`config.mk`:
```
export PLATFORM = sky130hd
export DESIGN_NAME = leakage_detector_selftest_sequencer_top
export DESIGN_NICKNAME = d
export VERILOG_FILES = /design/src/design/lds_pkg.sv /design/src/design/lds_cfg_regs.sv /design/src/design/lds_seq_core.sv /design/src/design/lds_out_stage.sv /design/src/design/leakage_detector_selftest_sequencer_top.sv
export SDC_FILE = /design/constraint.sdc
export NUM_CORES = 1
export LEC_CHECK = 0
export BUFFER_PORTS_ARGS = -buffer_cell sky130_fd_sc_hd__buf_2
export CELL_PAD_IN_SITES_DETAIL_PLACEMENT = 0
export CELL_PAD_IN_SITES_GLOBAL_PLACEMENT = 1
export CORE_ASPECT_RATIO = 1.4
export CORE_MARGIN = 8
export CORE_UTILIZATION = 30
export DETAILED_ROUTE_END_ITERATION = 10
export PLACE_DENSITY_LB_ADDON = 0.1
export SLEW_MARGIN = 20
export SYNTH_ARGS = -nofsm -noshare
export SYNTH_HDL_FRONTEND = slang
export SYNTH_SLANG_ARGS = --single-unit
export TNS_END_PERCENT = 100
```
`constraint.sdc`:
```
create_clock -name clk -period 8.5 [get_ports clk]
set_input_delay 1.275 -clock clk [delete_from_list [all_inputs] [get_ports clk]]
set_output_delay 1.275 -clock clk [all_outputs]
set_load 0.01 [all_outputs]
```
`src/design/lds_pkg.sv`:
```
// ----------------------------------------------------------------------------
// lds_pkg
// types and constants of the leakage detector self-test sequencer
// ----------------------------------------------------------------------------
package lds_pkg;

  localparam int unsigned TIME_W    = 32;
  localparam int unsigned DELAY_W   = 16;
  localparam int unsigned CFG_IDX_W = 3;
  localparam int unsigned STEP_W    = 3;

  // configuration register indexes
  localparam logic [CFG_IDX_W-1:0] REG_DETECT_MODE  = 3'd0;
  localparam logic [CFG_IDX_W-1:0] REG_TRIP_PRESENT = 3'd1;
  localparam logic [CFG_IDX_W-1:0] REG_CAL_HIGH     = 3'd2;
  localparam logic [CFG_IDX_W-1:0] REG_CAL_LOW      = 3'd3;
  localparam logic [CFG_IDX_W-1:0] REG_TEST_DELAY   = 3'd4;
  localparam logic [CFG_IDX_W-1:0] REG_TRIP_TIMEOUT = 3'd5;
  localparam logic [CFG_IDX_W-1:0] REG_SETTLE       = 3'd6;

  // reset values of the delay registers
  localparam logic [DELAY_W-1:0] RST_CAL_HIGH     = 16'd100;
  localparam logic [DELAY_W-1:0] RST_CAL_LOW      = 16'd75;
  localparam logic [DELAY_W-1:0] RST_TEST_DELAY   = 16'd500;
  localparam logic [DELAY_W-1:0] RST_TRIP_TIMEOUT = 16'd400;
  localparam logic [DELAY_W-1:0] RST_SETTLE       = 16'd200;

  typedef enum logic [STEP_W-1:0] {
    STEP_PREPARE   = 3'd0,
    STEP_CAL_HIGH  = 3'd1,
    STEP_CAL_LOW   = 3'd2,
    STEP_TEST_WAIT = 3'd3,
    STEP_WAIT_TRIP = 3'd4,
    STEP_SETTLE    = 3'd5,
    STEP_DETECT    = 3'd6,
    STEP_ERROR     = 3'd7
  } step_t;

  typedef struct packed {
    logic               detect_mode;
    logic               trip_line_present;
    logic [DELAY_W-1:0] cal_high_ms;
    logic [DELAY_W-1:0] cal_low_ms;
    logic [DELAY_W-1:0] test_delay_ms;
    logic [DELAY_W-1:0] trip_timeout_ms;
    logic [DELAY_W-1:0] settle_ms;
  } cfg_t;

  typedef struct packed {
    logic  cal_line;
    logic  test_line;
    logic  leak_protect_fault;
    logic  cal_error_fault;
    step_t seq_step;
  } result_t;

endpackage

```
`src/design/lds_cfg_regs.sv`:
```
// ----------------------------------------------------------------------------
// lds_cfg_regs
// configuration register file, written one word at a time
// ----------------------------------------------------------------------------
module lds_cfg_regs (
  input  logic                           clk,
  input  logic                           rst_n,
  input  logic                           wr_en,
  input  logic [lds_pkg::CFG_IDX_W-1:0]  wr_index,
  input  logic [lds_pkg::DELAY_W-1:0]    wr_data,
  output lds_pkg::cfg_t                  cfg
);
  import lds_pkg::*;

  cfg_t cfg_r;
  cfg_t cfg_nxt;

  always_comb begin
    cfg_nxt = cfg_r;
    if (wr_en) begin
      case (wr_index)
        REG_DETECT_MODE:  cfg_nxt.detect_mode       = wr_data[0];
        REG_TRIP_PRESENT: cfg_nxt.trip_line_present = wr_data[0];
        REG_CAL_HIGH:     cfg_nxt.cal_high_ms       = wr_data;
        REG_CAL_LOW:      cfg_nxt.cal_low_ms        = wr_data;
        REG_TEST_DELAY:   cfg_nxt.test_delay_ms     = wr_data;
        REG_TRIP_TIMEOUT: cfg_nxt.trip_timeout_ms   = wr_data;
        REG_SETTLE:       cfg_nxt.settle_ms         = wr_data;
        default:          cfg_nxt = cfg_r;
      endcase
    end
  end

  always_ff @(posedge clk) begin
    if (!rst_n) begin
      cfg_r.detect_mode       <= 1'b0;
      cfg_r.trip_line_present <= 1'b1;
      cfg_r.cal_high_ms       <= RST_CAL_HIGH;
      cfg_r.cal_low_ms        <= RST_CAL_LOW;
      cfg_r.test_delay_ms     <= RST_TEST_DELAY;
      cfg_r.trip_timeout_ms   <= RST_TRIP_TIMEOUT;
      cfg_r.settle_ms         <= RST_SETTLE;
    end else begin
      cfg_r <= cfg_nxt;
    end
  end

  assign cfg = cfg_r;

endmodule

```
`src/design/lds_seq_core.sv`:
```
// ----------------------------------------------------------------------------
// lds_seq_core
// self-test step register, step stamp and line levels, updated once per poll
// ----------------------------------------------------------------------------
module lds_seq_core (
  input  logic                         clk,
  input  logic                         rst_n,
  input  logic                         poll,
  input  logic [lds_pkg::TIME_W-1:0]   now_ms,
  input  logic                         trip_level,
  input  lds_pkg::cfg_t                cfg,
  output lds_pkg::result_t             res
);
  import lds_pkg::*;

  step_t               step_r,  step_nxt;
  logic [TIME_W-1:0]   stamp_r, stamp_nxt;
  logic                cal_r,   cal_nxt;
  logic                test_r,  test_nxt;

  logic [TIME_W-1:0]   elapsed;
  logic [DELAY_W-1:0]  limit;
  logic                passed;
  logic                leak;
  logic                calerr;

  // at most one delay per step, so a single subtract and compare serves all of them
  always_comb begin
    case (step_r)
      STEP_CAL_HIGH:  limit = cfg.cal_high_ms;
      STEP_CAL_LOW:   limit = cfg.cal_low_ms;
      STEP_TEST_WAIT: limit = cfg.test_delay_ms;
      STEP_WAIT_TRIP: limit = cfg.trip_timeout_ms;
      STEP_SETTLE:    limit = cfg.settle_ms;
      default:        limit = '0;
    endcase
  end

  assign elapsed = now_ms - stamp_r;
  assign passed  = elapsed >= {{(TIME_W-DELAY_W){1'b0}}, limit};

  always_comb begin
    step_nxt  = step_r;
    stamp_nxt = stamp_r;
    cal_nxt   = cal_r;
    test_nxt  = test_r;
    leak      = 1'b0;
    calerr    = 1'b0;
    if (!cfg.detect_mode) begin
      // plain mode: sequence frozen, fault follows the sense line
      leak = cfg.trip_line_present & trip_level;
    end else begin
      case (step_r)
        STEP_PREPARE: begin
          cal_nxt   = 1'b1;
          test_nxt  = 1'b0;
          stamp_nxt = now_ms;
          step_nxt  = STEP_CAL_HIGH;
        end
        STEP_CAL_HIGH: begin
          if (passed) begin
            cal_nxt   = 1'b0;
            stamp_nxt = now_ms;
            step_nxt  = STEP_CAL_LOW;
          end
        end
        STEP_CAL_LOW: begin
          if (passed) begin
            cal_nxt   = 1'b1;
            stamp_nxt = now_ms;
            step_nxt  = STEP_TEST_WAIT;
          end
        end
        STEP_TEST_WAIT: begin
          if (passed) begin
            test_nxt  = 1'b1;
            stamp_nxt = now_ms;
            step_nxt  = STEP_WAIT_TRIP;
          end
        end
        STEP_WAIT_TRIP: begin
          // timeout wins over a trip seen on the same poll
          if (passed) begin
            test_nxt = 1'b0;
            step_nxt = STEP_ERROR;
          end else if (cfg.trip_line_present && trip_level) begin
            stamp_nxt = now_ms;
            step_nxt  = STEP_SETTLE;
          end
        end
        STEP_SETTLE: begin
          if (passed) begin
            step_nxt = STEP_DETECT;
          end
        end
        STEP_DETECT: begin
          leak = trip_level;
        end
        STEP_ERROR: begin
          calerr = 1'b1;
        end
        default: begin
          calerr = 1'b1;
        end
      endcase
    end
  end

  always_ff @(posedge clk) begin
    if (!rst_n) begin
      step_r  <= STEP_PREPARE;
      stamp_r <= '0;
      cal_r   <= 1'b0;
      test_r  <= 1'b0;
    end else if (poll) begin
      step_r  <= step_nxt;
      stamp_r <= stamp_nxt;
      cal_r   <= cal_nxt;
      test_r  <= test_nxt;
    end
  end

  assign res.cal_line           = cal_nxt;
  assign res.test_line          = test_nxt;
  assign res.leak_protect_fault = leak;
  assign res.cal_error_fault    = calerr;
  assign res.seq_step           = step_nxt;

endmodule

```
`src/design/lds_out_stage.sv`:
```
// ----------------------------------------------------------------------------
// lds_out_stage
// result register with valid/ready handshake toward the consumer
// ----------------------------------------------------------------------------
module lds_out_stage (
  input  logic                clk,
  input  logic                rst_n,
  input  logic                in_valid,
  output logic                in_ready,
  input  lds_pkg::result_t    res_in,
  output logic                out_valid,
  input  logic                out_ready,
  output lds_pkg::result_t    res_out
);
  import lds_pkg::*;

  logic    valid_r, valid_nxt;
  result_t res_r;
  logic    load;

  // a new word may enter when the register is empty or the held one leaves in the same cycle
  assign in_ready  = !valid_r || out_ready;
  assign load      = in_valid && in_ready;
  assign valid_nxt = load || (valid_r && !out_ready);

  always_ff @(posedge clk) begin
    if (!rst_n) begin
      valid_r <= 1'b0;
    end else begin
      valid_r <= valid_nxt;
    end
  end

  always_ff @(posedge clk) begin
    if (load) begin
      res_r <= res_in;
    end
  end

  assign out_valid = valid_r;
  assign res_out   = res_r;

endmodule

```
`src/design/leakage_detector_selftest_sequencer_top.sv`:
```
// the result of an accepted poll is registered in the output stage
// throughput: one poll per cycle while in_ready is high; the step update is a single 32-bit subtract and
//   compare ahead of the result register
// a stalled result holds the input back only when the result register is full
// reset (rst_n low, synchronous) returns the sequence to prepare, clears both lines
//   and the stamp, and reloads the registers with their default values
// ----------------------------------------------------------------------------
// leakage_detector_selftest_sequencer_top
// leakage detector poll handler with type-B self-test sequence
// ----------------------------------------------------------------------------
module leakage_detector_selftest_sequencer_top (
  input  logic                           clk,
  input  logic                           rst_n,
  input  logic                           in_valid,
  output logic                           in_ready,
  input  logic [lds_pkg::TIME_W-1:0]     in_now_ms,
  input  logic                           in_trip_level,
  output logic                           out_valid,
  input  logic                           out_ready,
  output logic                           out_cal_line,
  output logic                           out_test_line,
  output logic                           out_leak_protect_fault,
  output logic                           out_cal_error_fault,
  output logic [lds_pkg::STEP_W-1:0]     out_seq_step,
  input  logic                           cfg_valid,
  output logic                           cfg_ready,
  input  logic [lds_pkg::CFG_IDX_W-1:0]  cfg_index,
  input  logic [lds_pkg::DELAY_W-1:0]    cfg_wdata
);
  import lds_pkg::*;

  cfg_t    cfg;
  result_t res_next;
  result_t res_held;
  logic    poll;

  assign cfg_ready = 1'b1;
  assign poll      = in_valid && in_ready;

  lds_cfg_regs u_cfg_regs (
    .clk      (clk),
    .rst_n    (rst_n),
    .wr_en    (cfg_valid && cfg_ready),
    .wr_index (cfg_index),
    .wr_data  (cfg_wdata),
    .cfg      (cfg)
  );

  lds_seq_core u_seq_core (
    .clk        (clk),
    .rst_n      (rst_n),
    .poll       (poll),
    .now_ms     (in_now_ms),
    .trip_level (in_trip_level),
    .cfg        (cfg),
    .res        (res_next)
  );

  lds_out_stage u_out_stage (
    .clk       (clk),
    .rst_n     (rst_n),
    .in_valid  (in_valid),
    .in_ready  (in_ready),
    .res_in    (res_next),
    .out_valid (out_valid),
    .out_ready (out_ready),
    .res_out   (res_held)
  );

  assign out_cal_line           = res_held.cal_line;
  assign out_test_line          = res_held.test_line;
  assign out_leak_protect_fault = res_held.leak_protect_fault;
  assign out_cal_error_fault    = res_held.cal_error_fault;
  assign out_seq_step           = res_held.seq_step;

endmodule

```
==> results.toml <==
[routing]
drc = 0
route.vias.total = 7141
finalWirelength_um = 24260
wl_per_cell_um = 17.19
ant_nets = 0
drt_pass1_iterations = 5
first_iter_violations = 278
viasPerCell = 5.061

[finish]
diodes = 0
final_cell_mix = "293 x nand2_1, 120 x dfxtp_1, 104 x a21oi_1"
regArea_um2 = 2613
fin_cells = 1411
multi_input_area_um2 = 4892
drive_gt1_frac = 0.1214
fillers = 2848
layout_commonest_cell = "nand2_1"
nets = 1179
area_delta_synth_final_pct = 13.92

[clock_tree]
post_cts_buffers = 0
clock_tree.buffer_depth = 2
cts_buffers = 17
clkTransAtPathRegs_ns = 0.06
cts_hold_buf = 0
cts-resized-gates = 0
h-tree-depth = 4
clock_latency_ns = 0.43
cts_tree = "done"
cts_sinks = 127
clockRootBuffer = "clkbuf_16"

[sta]
worstMarginPinSlew_ns = 0.8509
worst_slack_ns = 2.527
finalClockSkew_ns = 0.01549
setup_tns_ns = 0
drv_slew = 0
whs_ns = 0.4519
rsz0062_at_grt = "no"
setup_violations = 0
slew_headroom = 0.4311
finalCritPeriodShare = 0.7027
timing.fmax_mhz = 167.4
period_needed_ns = 5.973
finalHoldViolCount = 0

[placement]
port-buffer-count = 65
gp_congestion = 0.7650
dp_hpwl_um = 17440
dp_slack_ns = 2.017
dp.cells = 1379

[synthesis]
postSynthAreaPerCell_um2 = 7.656
synth_xor_area_frac = 0.02527
ys_top_cells_by_area = "dfxtp_1 30%, nand2_1 14%, ha_1 7.4%"
yosysSeqAreaShare = 0.3278
synth_ff_type = "dfxtp_1"
synth-compound-area-share = 0.2089
synthAdderAreaFrac = 0.07630
ys_ff_latch = 127
synthSimpleGateAreaFrac = 0.2300
netlist.area_leader.share = 0.3014
yosys_warnings = 0
postSynthCellCount = 1041
async_reset_ff_frac = 0
synth-edff-count = 7
yosysUniqueCellTypes = 75
synth_top_cell_by_area = "dfxtp_1"
synthMuxAreaShare = 0.07221
syn-num-nets = 1146
synth_top_family_by_area = "simple AND/OR/NAND/NOR gates"
synth_area_um2 = 7970

[global_route]
grt_max_degree = 65
grt_antenna_before_repair = 0
grt_pass1_vias = 7189
overflow = 0
grt_usage = 0.1531
grt_pass1_wl_um = 39070

[critical_path]
path_cells = "buf_2, ha_1, o211ai_1, a21oi_1, o22ai_1, nor3_1, nor2_1, o31ai_1, xor2_1, ha_1, and4_1, a221oi_1, or4b_4, a2111oi_4, o2111ai_2, nor2_1, nor2_1, a221o_1"
critPathSlowestCell = "nor2_1"
r2r_end = "u_out_stage.res_out[5]"
r2r_slack_ns = 3.13
max_stage_delay_ns = 0.69
arrival_ns = 6.15
cp.required_ns = 8.67
reg2reg_from = "u_seq_core.stamp_r[4]"
cp-endpoint = "u_out_stage.res_out[5]"
crit_path_end_kind = "register"
startpoint_type = "primary input"
cpMostUsedCell = "nor2_1"
cp_max_fo = 14
crit_start = "in_now_ms[2]"
worst-r2r-cell-count = 18
critical_path_class = "in2reg"

[run_status]
status = "completed"

[worst_hold_path]
hp-class = "reg2reg"
whs_path_depth = 2

[run]
maxCapViolations = 0

[power_and_ir_drop]
p_per_area_nw_per_um2 = 172.4
vdd_drop_max_mv = 0.1359
p_leak_nw = 3.277

[floorplanning]
die_x_um = 153.8
rows = 70
die_h_um = 208.9
fp.coreArea_um2 = 26100
io-pin-count = 67
initial_core_util = 0.3054
die_area_um2 = 32110
[cell type report]
cell class	instances	area share
Tap cell	324	0.04465
Multi-Input combinational cell	807	0.5388
Inverter	43	0.01778
Timing Repair Buffer	78	0.04658
Sequential cell	127	0.2877
Clock inverter	10	0.01226
Clock buffer	22	0.05223
[worst min path at each step]
| stage | start | to | slack, ns |
|---|---|---|---|
| final | u_cfg_regs.cfg[9] | u_cfg_regs.cfg[9] | 0.45 |
| after global placement | u_cfg_regs.cfg[31] | u_cfg_regs.cfg[31] | 0.44 |
| after detailed placement | u_cfg_regs.cfg[31] | u_cfg_regs.cfg[31] | 0.45 |
| after floorplan | u_cfg_regs.cfg[0] | u_cfg_regs.cfg[0] | 0.43 |
| after CTS | u_cfg_regs.cfg[32] | u_cfg_regs.cfg[32] | 0.45 |
| after global routing | u_cfg_regs.cfg[26] | u_cfg_regs.cfg[26] | 0.47 |
[synth_stat cells (all sizes together), types with 5 or more instances]
master  count
o211ai     23
or3         5
dfxtp     120
xnor2      14
nor2       46
edfxtp      7
o21a        9
a21oi     107
and2        7
nand2     293
nand4       9
a211oi      6
buf        18
inv        43
nand2b      9
nor3       15
clkbuf     46
o31ai       5
ha         47
mux2i      53
o21ai      29
nand3      27
nor2b       5
a21o       10
a221o      14
xor2        9
[registers in the layout, indices dropped and copies added (netlist names)]
register               flops
u_cfg_regs.cfg            82
u_seq_core.stamp_r        32
u_out_stage.res_out        7
u_seq_core.step_r          3
u_out_stage.out_valid      1
u_seq_core.cal_r           1
u_seq_core.test_r          1
[power by group]
| part | internal [mW] | total [mW] | switching [mW] |
|---|---|---|---|
| Combinational | 0.0793 | 0.210 | 0.131 |
| Sequential | 0.614 | 0.620 | 0.00621 |
| Clock | 0.453 | 0.736 | 0.283 |
[per-stage QoR]
step | utilization | cell area [um^2] | power [mW]
after floorplan | - | 7970 | 0.7767
after global placement | 0.3255 | 8494 | 0.8472
after detailed placement | 0.3255 | 8494 | 0.8461
after CTS | 0.3479 | 9080 | 1.592
after global routing | 0.3479 | 9080 | 1.634
final | 0.3479 | 9080 | 1.566
[metal layers]
layer	routed length (um)	part of all wire	global-route usage
met3	521	0.021	0.02685
met2	12600	0.52	0.2792
met4	404	0.017	0.05286
met1	10730	0.44	0.1758
met5	0	0	0
[kinds of logic (layout without fill, tap and decap cells)]
| logic type | Yosys count | count (layout) |
|---|---|---|
| multiplexers | 57 | 57 |
| adder cells (fa/ha/maj) | 48 | 48 |
| AND/OR/NAND/NOR | 431 | 431 |
| AO/OA/AOI/OAI | 247 | 247 |
| buffers and inverters | 107 | 153 |
| flip-flops | 127 | 127 |
| other | 1 | 1 |
| XOR/XNOR | 23 | 23 |
[critical path, delay by kind of cell]
family	cells	cell delay, ns
XOR/XNOR	1	0.25
AND/OR/NAND/NOR	6	1.83
buffers and inverters	1	0.12
AO/OA/AOI/OAI	8	2.02
adder cells (fa/ha/maj)	2	0.66
No activity file was read; power rests on OpenSTA's default activity.
